### src/rtl/sws_pkg.sv
// Shared widths, codes and types of the sliding-window sender.
package sws_pkg;

    // Field widths fixed by the stream formats.
    localparam int ActionW  = 2;
    localparam int PayloadW = 32;
    localparam int AckW     = 6;
    localparam int KindW    = 3;
    localparam int SeqOutW  = 6;
    localparam int WinW     = 6;

    // Packed widths of the stream buses, rounded up to whole bytes.
    localparam int InDataW  = 40;
    localparam int OutDataW = 48;

    // Defaults for the top-level parameters.
    localparam int DefSeqSpace   = 8;
    localparam int DefPayloadBits = 32;

    // Register reset value and the duplicate acknowledgement threshold.
    localparam logic [WinW-1:0] WinReset    = 6'd4;
    localparam logic [1:0]      DupAckLimit = 2'd3;

    // Request kinds carried on the input tuser.
    localparam logic [ActionW-1:0] ActSend    = 2'd0;
    localparam logic [ActionW-1:0] ActAck     = 2'd1;
    localparam logic [ActionW-1:0] ActTimeout = 2'd2;

    // Result kinds carried on the output tuser.
    localparam logic [KindW-1:0] KindRefused   = 3'd0;
    localparam logic [KindW-1:0] KindNew       = 3'd1;
    localparam logic [KindW-1:0] KindRetx      = 3'd2;
    localparam logic [KindW-1:0] KindAckTaken  = 3'd3;
    localparam logic [KindW-1:0] KindAckIgnore = 3'd4;
    localparam logic [KindW-1:0] KindAckBad    = 3'd5;
    localparam logic [KindW-1:0] KindEmpty     = 3'd6;

    // Control of the payload store port.
    typedef struct packed {
        logic wr_en;
        logic rd_en;
    } t_mem_ctl;

endpackage

### src/rtl/sws_store.sv
// Payload store: one write port and one registered read port.
module sws_store #(
    parameter int DEPTH  = sws_pkg::DefSeqSpace,
    parameter int ADDR_W = 3,
    parameter int DATA_W = sws_pkg::DefPayloadBits
) (
    input  logic                i_clk,
    input  sws_pkg::t_mem_ctl   i_ctl,
    input  logic [ADDR_W-1:0]   i_waddr,
    input  logic [DATA_W-1:0]   i_wdata,
    input  logic [ADDR_W-1:0]   i_raddr,
    output logic [DATA_W-1:0]   o_rdata
);
    import sws_pkg::*;

    logic [DATA_W-1:0] r_mem [DEPTH];
    logic [DATA_W-1:0] r_rdata;

    // Read data is held until the next read is issued.
    always_ff @(posedge i_clk) begin
        if (i_ctl.wr_en) begin
            r_mem[i_waddr] <= i_wdata;
        end
        if (i_ctl.rd_en) begin
            r_rdata <= r_mem[i_raddr];
        end
    end

    assign o_rdata = r_rdata;

endmodule

### src/rtl/sliding_window_sender_unit.sv
// Top level of the sliding-window sender: request decoding, window state and result output.
//
//  Channel   Direction  Signals                                  Contents
//  s_axis    in         tvalid/tready/tdata[39:0]/tuser[1:0]     send, ACK or timeout request
//  m_axis    out        tvalid/tready/tdata[47:0]/tuser[2:0]     result items, tlast ends a run
//  cfg       in         i_cfg_wr_en/i_cfg_wr_data[5:0]           window size register
//
// A request is decoded in the cycle it is accepted and its result is loaded into the output
// register in the emit state, once the output register is free. A timeout reads the payload
// store first, and a fast retransmit of n packets makes one store read and one output load
// for each packet. An unused request kind gives no result. A stalled output holds the
// sequencer in its output state. Synchronous active-low reset clears the window state and
// sets the window size to four; the store is always written before it is read.
module sliding_window_sender_unit #(
    parameter int SEQ_SPACE    = sws_pkg::DefSeqSpace,
    parameter int PAYLOAD_BITS = sws_pkg::DefPayloadBits
) (
    input  logic                            i_clk,
    input  logic                            i_rst_n,
    // Input request stream.
    input  logic                            s_axis_tvalid,
    output logic                            s_axis_tready,
    // tdata: payload_word[31:0], ack_number[37:32], ack_checksum_ok[38], zero[39]
    input  logic [sws_pkg::InDataW-1:0]     s_axis_tdata,
    // tuser: action[1:0]
    input  logic [sws_pkg::ActionW-1:0]     s_axis_tuser,
    // Result stream.
    output logic                            m_axis_tvalid,
    input  logic                            m_axis_tready,
    // tdata: packet_seq[5:0], packet_payload[37:6], timer_restart[38], timer_stop[39],
    //        timer_seq[45:40], window_full[46], zero[47]
    output logic [sws_pkg::OutDataW-1:0]    m_axis_tdata,
    // tuser: result_kind[2:0]
    output logic [sws_pkg::KindW-1:0]       m_axis_tuser,
    output logic                            m_axis_tlast,
    // Window size register.
    input  logic                            i_cfg_wr_en,
    input  logic [sws_pkg::WinW-1:0]        i_cfg_wr_data
);
    import sws_pkg::*;

    // Sequence numbers need just enough bits for the sequence space.
    localparam int SEQ_W   = (SEQ_SPACE > 1) ? $clog2(SEQ_SPACE) : 1;
    // Only the low payload bits that survive both the payload mask and the field width are kept.
    localparam int STORE_W = (PAYLOAD_BITS < PayloadW) ? PAYLOAD_BITS : PayloadW;
    localparam logic [WinW-1:0]  MaxWin  = WinW'(SEQ_SPACE - 1);
    localparam logic [SEQ_W-1:0] SeqLast = SEQ_W'(SEQ_SPACE - 1);
    localparam logic [SEQ_W:0]   SeqSpan = (SEQ_W+1)'(SEQ_SPACE);

    // Sequencer states.
    localparam logic [1:0] ST_IDLE = 2'd0;
    localparam logic [1:0] ST_READ = 2'd1;
    localparam logic [1:0] ST_EMIT = 2'd2;

    // Modular distance a - b, both already below the sequence space.
    function automatic logic [SEQ_W-1:0] f_dist(input logic [SEQ_W-1:0] a,
                                                 input logic [SEQ_W-1:0] b);
        logic [SEQ_W:0] d;
        d = {1'b0, a} - {1'b0, b};
        if (d[SEQ_W]) begin
            d = d + SeqSpan;
        end
        return d[SEQ_W-1:0];
    endfunction

    // Modular increment.
    function automatic logic [SEQ_W-1:0] f_inc(input logic [SEQ_W-1:0] a);
        return (a == SeqLast) ? '0 : a + SEQ_W'(1);
    endfunction

    // Request fields.
    logic [ActionW-1:0]  w_action;
    logic [PayloadW-1:0] w_payload;
    logic [AckW-1:0]     w_ack_raw;
    logic                w_ack_ok;
    assign w_action  = s_axis_tuser;
    assign w_payload = s_axis_tdata[PayloadW-1:0];
    assign w_ack_raw = s_axis_tdata[PayloadW +: AckW];
    assign w_ack_ok  = s_axis_tdata[PayloadW + AckW];

    // The ACK number reduced to the sequence space through a constant table.
    logic [SEQ_W-1:0] w_ack_mod_tab [2**AckW];
    for (genvar g = 0; g < 2**AckW; g++) begin : g_ack_mod
        assign w_ack_mod_tab[g] = SEQ_W'(g % SEQ_SPACE);
    end

    // Control registers.
    logic [1:0]        r_state,       n_state;
    logic [WinW-1:0]   r_window_size, n_window_size;
    logic [SEQ_W-1:0]  r_base,        n_base;
    logic [SEQ_W-1:0]  r_next,        n_next;
    logic [1:0]        r_dup,         n_dup;
    logic [SEQ_W-1:0]  r_left,        n_left;
    logic              r_out_valid,   n_out_valid;

    // Payload registers of the request in flight and of the output.
    logic [KindW-1:0]    r_kind,     n_kind;
    logic [SEQ_W-1:0]    r_seq,      n_seq;
    logic [STORE_W-1:0]  r_pay,      n_pay;
    logic                r_restart,  n_restart;
    logic                r_stop,     n_stop;
    logic                r_use_mem,  n_use_mem;
    logic [OutDataW-1:0] r_out_data, n_out_data;
    logic [KindW-1:0]    r_out_user, n_out_user;
    logic                r_out_last, n_out_last;

    // Store port.
    t_mem_ctl           w_mem_ctl;
    logic [STORE_W-1:0] w_mem_rdata;

    // Derived window figures.
    logic [WinW-1:0]  w_eff_win;
    logic [SEQ_W-1:0] w_out_cnt;
    logic [SEQ_W-1:0] w_ack;
    logic [SEQ_W-1:0] w_ack_dist;
    logic [1:0]       w_dup_inc;
    logic             w_full;
    logic             w_accept;
    logic             w_out_free;
    logic [STORE_W-1:0] w_emit_pay;

    assign w_eff_win  = (r_window_size > MaxWin) ? MaxWin : r_window_size;
    assign w_out_cnt  = f_dist(r_next, r_base);
    assign w_full     = (WinW'(w_out_cnt) >= w_eff_win);
    assign w_ack      = w_ack_mod_tab[w_ack_raw];
    assign w_ack_dist = f_dist(w_ack, r_base);
    assign w_dup_inc  = r_dup + 2'd1;

    assign s_axis_tready = (r_state == ST_IDLE);
    assign w_accept      = s_axis_tvalid && s_axis_tready;
    assign w_out_free    = !r_out_valid || m_axis_tready;
    assign w_emit_pay    = r_use_mem ? w_mem_rdata : r_pay;

    always_comb begin
        n_state       = r_state;
        n_window_size = i_cfg_wr_en ? i_cfg_wr_data : r_window_size;
        n_base        = r_base;
        n_next        = r_next;
        n_dup         = r_dup;
        n_left        = r_left;
        n_out_valid   = r_out_valid;
        n_kind        = r_kind;
        n_seq         = r_seq;
        n_pay         = r_pay;
        n_restart     = r_restart;
        n_stop        = r_stop;
        n_use_mem     = r_use_mem;
        n_out_data    = r_out_data;
        n_out_user    = r_out_user;
        n_out_last    = r_out_last;
        w_mem_ctl     = '0;

        if (r_out_valid && m_axis_tready) begin
            n_out_valid = 1'b0;
        end

        case (r_state)
            ST_IDLE: begin
                if (w_accept) begin
                    // Defaults for a single result that carries no packet.
                    n_seq     = '0;
                    n_pay     = '0;
                    n_restart = 1'b0;
                    n_stop    = 1'b0;
                    n_use_mem = 1'b0;
                    n_left    = '0;
                    n_state   = ST_EMIT;
                    case (w_action)
                        ActSend: begin
                            if (w_full) begin
                                n_kind = KindRefused;
                            end else begin
                                // The new payload goes to the store and straight out.
                                w_mem_ctl.wr_en = 1'b1;
                                n_kind    = KindNew;
                                n_seq     = r_next;
                                n_pay     = STORE_W'(w_payload);
                                n_restart = (r_next == r_base);
                                n_next    = f_inc(r_next);
                            end
                        end
                        ActAck: begin
                            if (w_out_cnt == '0) begin
                                n_kind = KindEmpty;
                            end else if (!w_ack_ok) begin
                                n_kind = KindAckBad;
                            end else if (w_ack_dist < w_out_cnt) begin
                                // Cumulative acknowledgement: the base moves past it.
                                n_kind    = KindAckTaken;
                                n_dup     = '0;
                                n_base    = f_inc(w_ack);
                                n_restart = (w_ack_dist != w_out_cnt - SEQ_W'(1));
                                n_stop    = (w_ack_dist == w_out_cnt - SEQ_W'(1));
                            end else if (w_ack == f_dist(r_base, SEQ_W'(1))) begin
                                if (w_dup_inc == DupAckLimit) begin
                                    // Fast retransmit of every outstanding packet.
                                    n_dup     = '0;
                                    n_kind    = KindRetx;
                                    n_seq     = r_base;
                                    n_restart = 1'b1;
                                    n_use_mem = 1'b1;
                                    n_left    = w_out_cnt - SEQ_W'(1);
                                    n_state   = ST_READ;
                                end else begin
                                    n_dup  = w_dup_inc;
                                    n_kind = KindAckIgnore;
                                end
                            end else begin
                                n_kind = KindAckIgnore;
                            end
                        end
                        ActTimeout: begin
                            n_dup = '0;
                            if (w_out_cnt == '0) begin
                                n_kind = KindEmpty;
                                n_stop = 1'b1;
                            end else begin
                                n_kind    = KindRetx;
                                n_seq     = r_base;
                                n_restart = 1'b1;
                                n_use_mem = 1'b1;
                                n_state   = ST_READ;
                            end
                        end
                        default: begin
                            // Unused request kind: nothing to report.
                            n_state = ST_IDLE;
                        end
                    endcase
                end
            end
            ST_READ: begin
                w_mem_ctl.rd_en = 1'b1;
                n_state         = ST_EMIT;
            end
            ST_EMIT: begin
                if (w_out_free) begin
                    // Window state is already final here, so timer_seq and window_full
                    // reflect the position after the request.
                    n_out_valid = 1'b1;
                    n_out_user  = r_kind;
                    n_out_last  = (r_left == '0);
                    n_out_data  = {1'b0, w_full, SeqOutW'(r_base), r_stop, r_restart,
                                   PayloadW'(w_emit_pay), SeqOutW'(r_seq)};
                    if (r_left != '0) begin
                        n_left    = r_left - SEQ_W'(1);
                        n_seq     = f_inc(r_seq);
                        n_restart = 1'b0;
                        n_state   = ST_READ;
                    end else begin
                        n_state = ST_IDLE;
                    end
                end
            end
            default: begin
                n_state = ST_IDLE;
            end
        endcase
    end

    always_ff @(posedge i_clk) begin
        if (!i_rst_n) begin
            r_state       <= ST_IDLE;
            r_window_size <= WinReset;
            r_base        <= '0;
            r_next        <= '0;
            r_dup         <= '0;
            r_left        <= '0;
            r_out_valid   <= 1'b0;
        end else begin
            r_state       <= n_state;
            r_window_size <= n_window_size;
            r_base        <= n_base;
            r_next        <= n_next;
            r_dup         <= n_dup;
            r_left        <= n_left;
            r_out_valid   <= n_out_valid;
        end
    end

    always_ff @(posedge i_clk) begin
        r_kind     <= n_kind;
        r_seq      <= n_seq;
        r_pay      <= n_pay;
        r_restart  <= n_restart;
        r_stop     <= n_stop;
        r_use_mem  <= n_use_mem;
        r_out_data <= n_out_data;
        r_out_user <= n_out_user;
        r_out_last <= n_out_last;
    end

    // Writes happen only when a request is accepted and reads only in the read state, so the
    // two ports never touch the same entry in one cycle.
    sws_store #(
        .DEPTH  (SEQ_SPACE),
        .ADDR_W (SEQ_W),
        .DATA_W (STORE_W)
    ) u_store (
        .i_clk   (i_clk),
        .i_ctl   (w_mem_ctl),
        .i_waddr (r_next),
        .i_wdata (STORE_W'(w_payload)),
        .i_raddr (r_seq),
        .o_rdata (w_mem_rdata)
    );

    assign m_axis_tvalid = r_out_valid;
    assign m_axis_tdata  = r_out_data;
    assign m_axis_tuser  = r_out_user;
    assign m_axis_tlast  = r_out_last;

endmodule
### config.mk
export PLATFORM = sky130hd
export DESIGN_NAME = sliding_window_sender_unit
export DESIGN_NICKNAME = d
export VERILOG_FILES = /design/src/rtl/sws_pkg.sv /design/src/rtl/sws_store.sv /design/src/rtl/sliding_window_sender_unit.sv
export SDC_FILE = /design/constraint.sdc
export NUM_CORES = 1
export LEC_CHECK = 0
export ABC_AREA = 1
export BUFFER_PORTS_ARGS = -buffer_cell sky130_fd_sc_hd__buf_2
export CORE_MARGIN = 5
export CORE_UTILIZATION = 44
export CTS_CLUSTER_DIAMETER = 150
export DETAILED_ROUTE_END_ITERATION = 7
export PLACE_DENSITY_LB_ADDON = 0.08
export SETUP_SLACK_MARGIN = 0.3
export SLEW_MARGIN = 5
export SYNTH_ARGS = -nofsm -noshare
export SYNTH_HDL_FRONTEND = slang
export SYNTH_SLANG_ARGS = --single-unit
export TNS_END_PERCENT = 1
### constraint.sdc
create_clock -name i_clk -period 6.8 [get_ports i_clk]
set_input_delay 0.68 -clock i_clk [delete_from_list [all_inputs] [get_ports i_clk]]
set_output_delay 0.68 -clock i_clk [all_outputs]
set_load 0.1 [all_outputs]
==> impl_metrics.py <==
metrics = {
    "yosys": {
        "netlist_area_sq_um": 15900,
        "synth_edf_count": 374,
        "synth_top_area_share_pct": 70.8,
        "ys_types": 42,
        "syn-instance-count": 1226,
        "async_flop_share_pct": 0,
        "synthFlopType": "edfxtp_1",
        "ys_seq_area_share_pct": 73.4,
        "yosys-top-cells-area": "edfxtp_1, nor2_1, o21ai_0",
        "ys_ff_latch": 394,
        "yosys_warnings": 0,
        "avgSynthCellArea_sq_um": 12.9,
        "synth_top_area_cell": "edfxtp_1",
    },
    "power_and_ir_drop": {
        "leakage_nw": 6.44,
        "switching_share_pct": 25.6,
        "pwr-share-seq_pct": 50.2,
        "combPwrFrac_pct": 12.1,
        "p_per_area_nw_per_um2": 305,
        "total_power_mw": 5.51,
        "internal_power_mw": 4.10,
        "peakVddDrop_mv": 0.176,
        "clkPwrFrac_pct": 37.7,
        "netSwitchingPower_mw": 1.41,
    },
    "global_routing": {
        "antenna_found_initial": 2,
        "grt_pass1_wl_mm": 53.3,
        "use_met2_pct": 28.8,
        "grt_pass1_vias": 9402,
        "grt_use_total_pct": 17.2,
        "grt-busiest-layer": "met2",
        "gr-usage-met1_pct": 23.7,
        "met3_usage_pct": 2.75,
        "grt_start_max_net_pins": 78,
        "overflow": 0,
    },
    "worst_setup_path": {
        "crit_type": "reg -> reg",
        "rrSetupSlack_ns": 2.77,
        "start_kind": "register",
        "worstPathRequired_ns": 7.01,
        "worstPathMaxFanout": 18,
        "crit_arrival_ns": 4.23,
        "end_kind": "register",
    },
    "clocking": {
        "cts_setup_buffers": 0,
        "clkTransAtPathRegs_ns": 0.06,
        "cts_buffer_depth": 3,
        "cts_tree": "built",
        "ctsRootBufferMaster": "clkbuf_16",
        "hold_buffers": 0,
        "cts_made_buffers": 42,
        "cts_htree_levels": 2,
        "cts_resized": 0,
        "clock_sinks": 394,
        "clk-insertion-delay-late_ns": 0.53,
    },
    "sta": {
        "fin_skew_ns": 0.0182,
        "timing.final.crit_share_pct": 59.2,
        "setup_viol": 0,
        "tightest_slew_ns": 0.911,
        "timing.final.ws_setup_ns": 2.77,
        "hold_violations": 0,
        "fmax_ghz": 0.248,
        "setup-tns-final_ns": 0,
        "rsz0062_at_grt": "no",
        "relSlewSlack_pct": 39.2,
        "period_needed_ns": 4.03,
        "finalMaxSlewViolations": 0,
    },
    "drt": {
        "avgViaCountPerCell": 5.15,
        "drtIter0Drc": 516,
        "drc": 0,
        "antenna_left": 0,
        "wire_per_inst_microns": 18.9,
        "vias": 9381,
        "drtPass1Iterations": 5,
        "wirelength_mm": 34.4,
    },
    "finish": {
        "drive_gt1_share_pct": 17.4,
        "mostFrequentLayoutCell": "edfxtp_1",
        "num-fill-cells": 3160,
        "n_antenna_cell": 0,
        "area_growth_pct": 14.1,
        "final_cell_mix": "edfxtp_1, nor2_1, o21ai_0",
        "final_nets": 1405,
    },
    "floorplanning": {
        "dieWidth_microns": 200,
        "core_sq_um": 35600,
        "io_pins": 107,
        "rows": 69,
        "dieArea_sq_um": 39900,
        "initial_utilization_pct": 44.6,
        "die_h_microns": 200,
    },
    "placement": {
        "gp_congestion": 0.741,
        "hpwl_mm": 17.9,
        "pre_cts_slack_ns": 2.73,
        "port_buffers": 95,
    },
    "min_path": {
        "hp-class": "in -> reg",
    },
    "run": {
        "maxCapViolations": 0,
    },
    "run_status": {
        "status": "complete, no violations",
    },
}
-- worst max-delay path, cell delays in order, from the launching register on --
cell and delay, ns:
dfxtp_1 0.49, inv_1 0.20, ha_1 0.22, inv_1 0.06, fa_1 0.44, ha_1 0.31, o21ai_0 0.07, nand2_1 0.09
o21ai_2 0.16, nand2_4 0.10, nor2_8 0.15, nand2_4 0.13, nor2_4 0.11, inv_1 0.13, nor2_4 0.62, buf_4 0.41
-- worst paths after layout --
check / end / start / depth (start not counted)
worst max-delay path: u_store.r_mem[0][24]$_DFFE_PP_ / r_next[0]$_SDFFE_PN0P_ / 15
worst min-delay path: r_window_size[2]$_SDFFE_PN1P_ / i_cfg_wr_data[2] / 3
worst max register to register: u_store.r_mem[0][24]$_DFFE_PP_ / r_next[0]$_SDFFE_PN0P_ / 15
worst min register to register: m_axis_tdata[38]$_DFFE_PP_ / r_restart$_SDFFCE_PP0P_ / 0
-- power groups by stage --
stage | registers (mW) | clock network, mW | logic [mW]
after floorplan | 2.92 | 0 | 0.387
after global placement | 2.82 | 0 | 0.676
after detailed placement | 2.82 | 0 | 0.679
after CTS | 2.77 | 2.13 | 0.682
after global routing | 2.77 | 2.22 | 0.747
final | 2.77 | 2.08 | 0.668
-- registers in the layout, indices dropped and copies added, names as in the netlist --
| signal | count |
|---|---|
| m_axis_tuser | 3 |
| r_window_size | 6 |
| u_store.r_mem | 256 |
| r_dup | 2 |
| r_kind | 3 |
| r_seq | 3 |
| r_use_mem | 1 |
| r_stop | 1 |
| m_axis_tdata | 41 |
| r_state | 2 |
| r_base | 3 |
| r_left | 3 |
| r_restart | 1 |
| m_axis_tvalid | 1 |
| r_pay | 32 |
| r_next | 3 |
| m_axis_tlast | 1 |
| u_store.o_rdata | 32 |
-- synthesized netlist by cell type, types with 11 or more instances --
| master | count |
|---|---|
| dfxtp_1 | 20 |
| ha_1 | 23 |
| a21oi_1 | 18 |
| nor2_1 | 289 |
| nand2_1 | 44 |
| o21ai_0 | 146 |
| o22ai_1 | 33 |
| mux2_2 | 32 |
| buf_2 | 11 |
| a31oi_1 | 33 |
| clkbuf_1 | 35 |
| edfxtp_1 | 374 |
| inv_1 | 78 |
| nand3_1 | 15 |
-- area by class of cell --
| cell class | count | area (sq um) | area share (%) |
|---|---|---|---|
| timing repair buffer | 113 | 611 | 3.38 |
| inverter | 87 | 329 | 1.82 |
| tap | 461 | 577 | 3.19 |
| clock buffer | 57 | 1110 | 6.12 |
| multi-input combinational | 689 | 3700 | 20.4 |
| sequential | 394 | 11600 | 64.3 |
| clock inverter | 20 | 134 | 0.740 |
-- layer usage --
layer  wire, microns  vias to the layer above
met5              34                        -
met4             789                        4
met3            1290                       62
met2           16600                      160
met1           15800                     4587
li1                -                     4568
-- stage by stage --
stage               cells  hold WS, ns  cell area, sq um  util (%)
floorplan            1232        0.400             15900         -
global placement     1744        0.403             16800      47.4
detailed placement   1744        0.405             16800      47.4
CTS                  1821        0.357             18100      50.9
global route         1821        0.379             18100      50.9
finish               1821        0.378             18100      50.9
-- logic make-up after synthesis --
| kind of cell | after synthesis | share of synthesized area (%) |
|---|---|---|
| DFF | 394 | 73.4 |
| and+or+nand+nor | 377 | 9.79 |
| AOI/OAI and AO/OA | 245 | 8.52 |
| buffers and inverters | 149 | 3.79 |
| other | 1 | 0.0237 |
| muxes | 32 | 2.27 |
| adders and majority gates | 25 | 2.07 |
| xor gates and xnor gates | 3 | 0.166 |
Power figures use the tool's default switching activity.
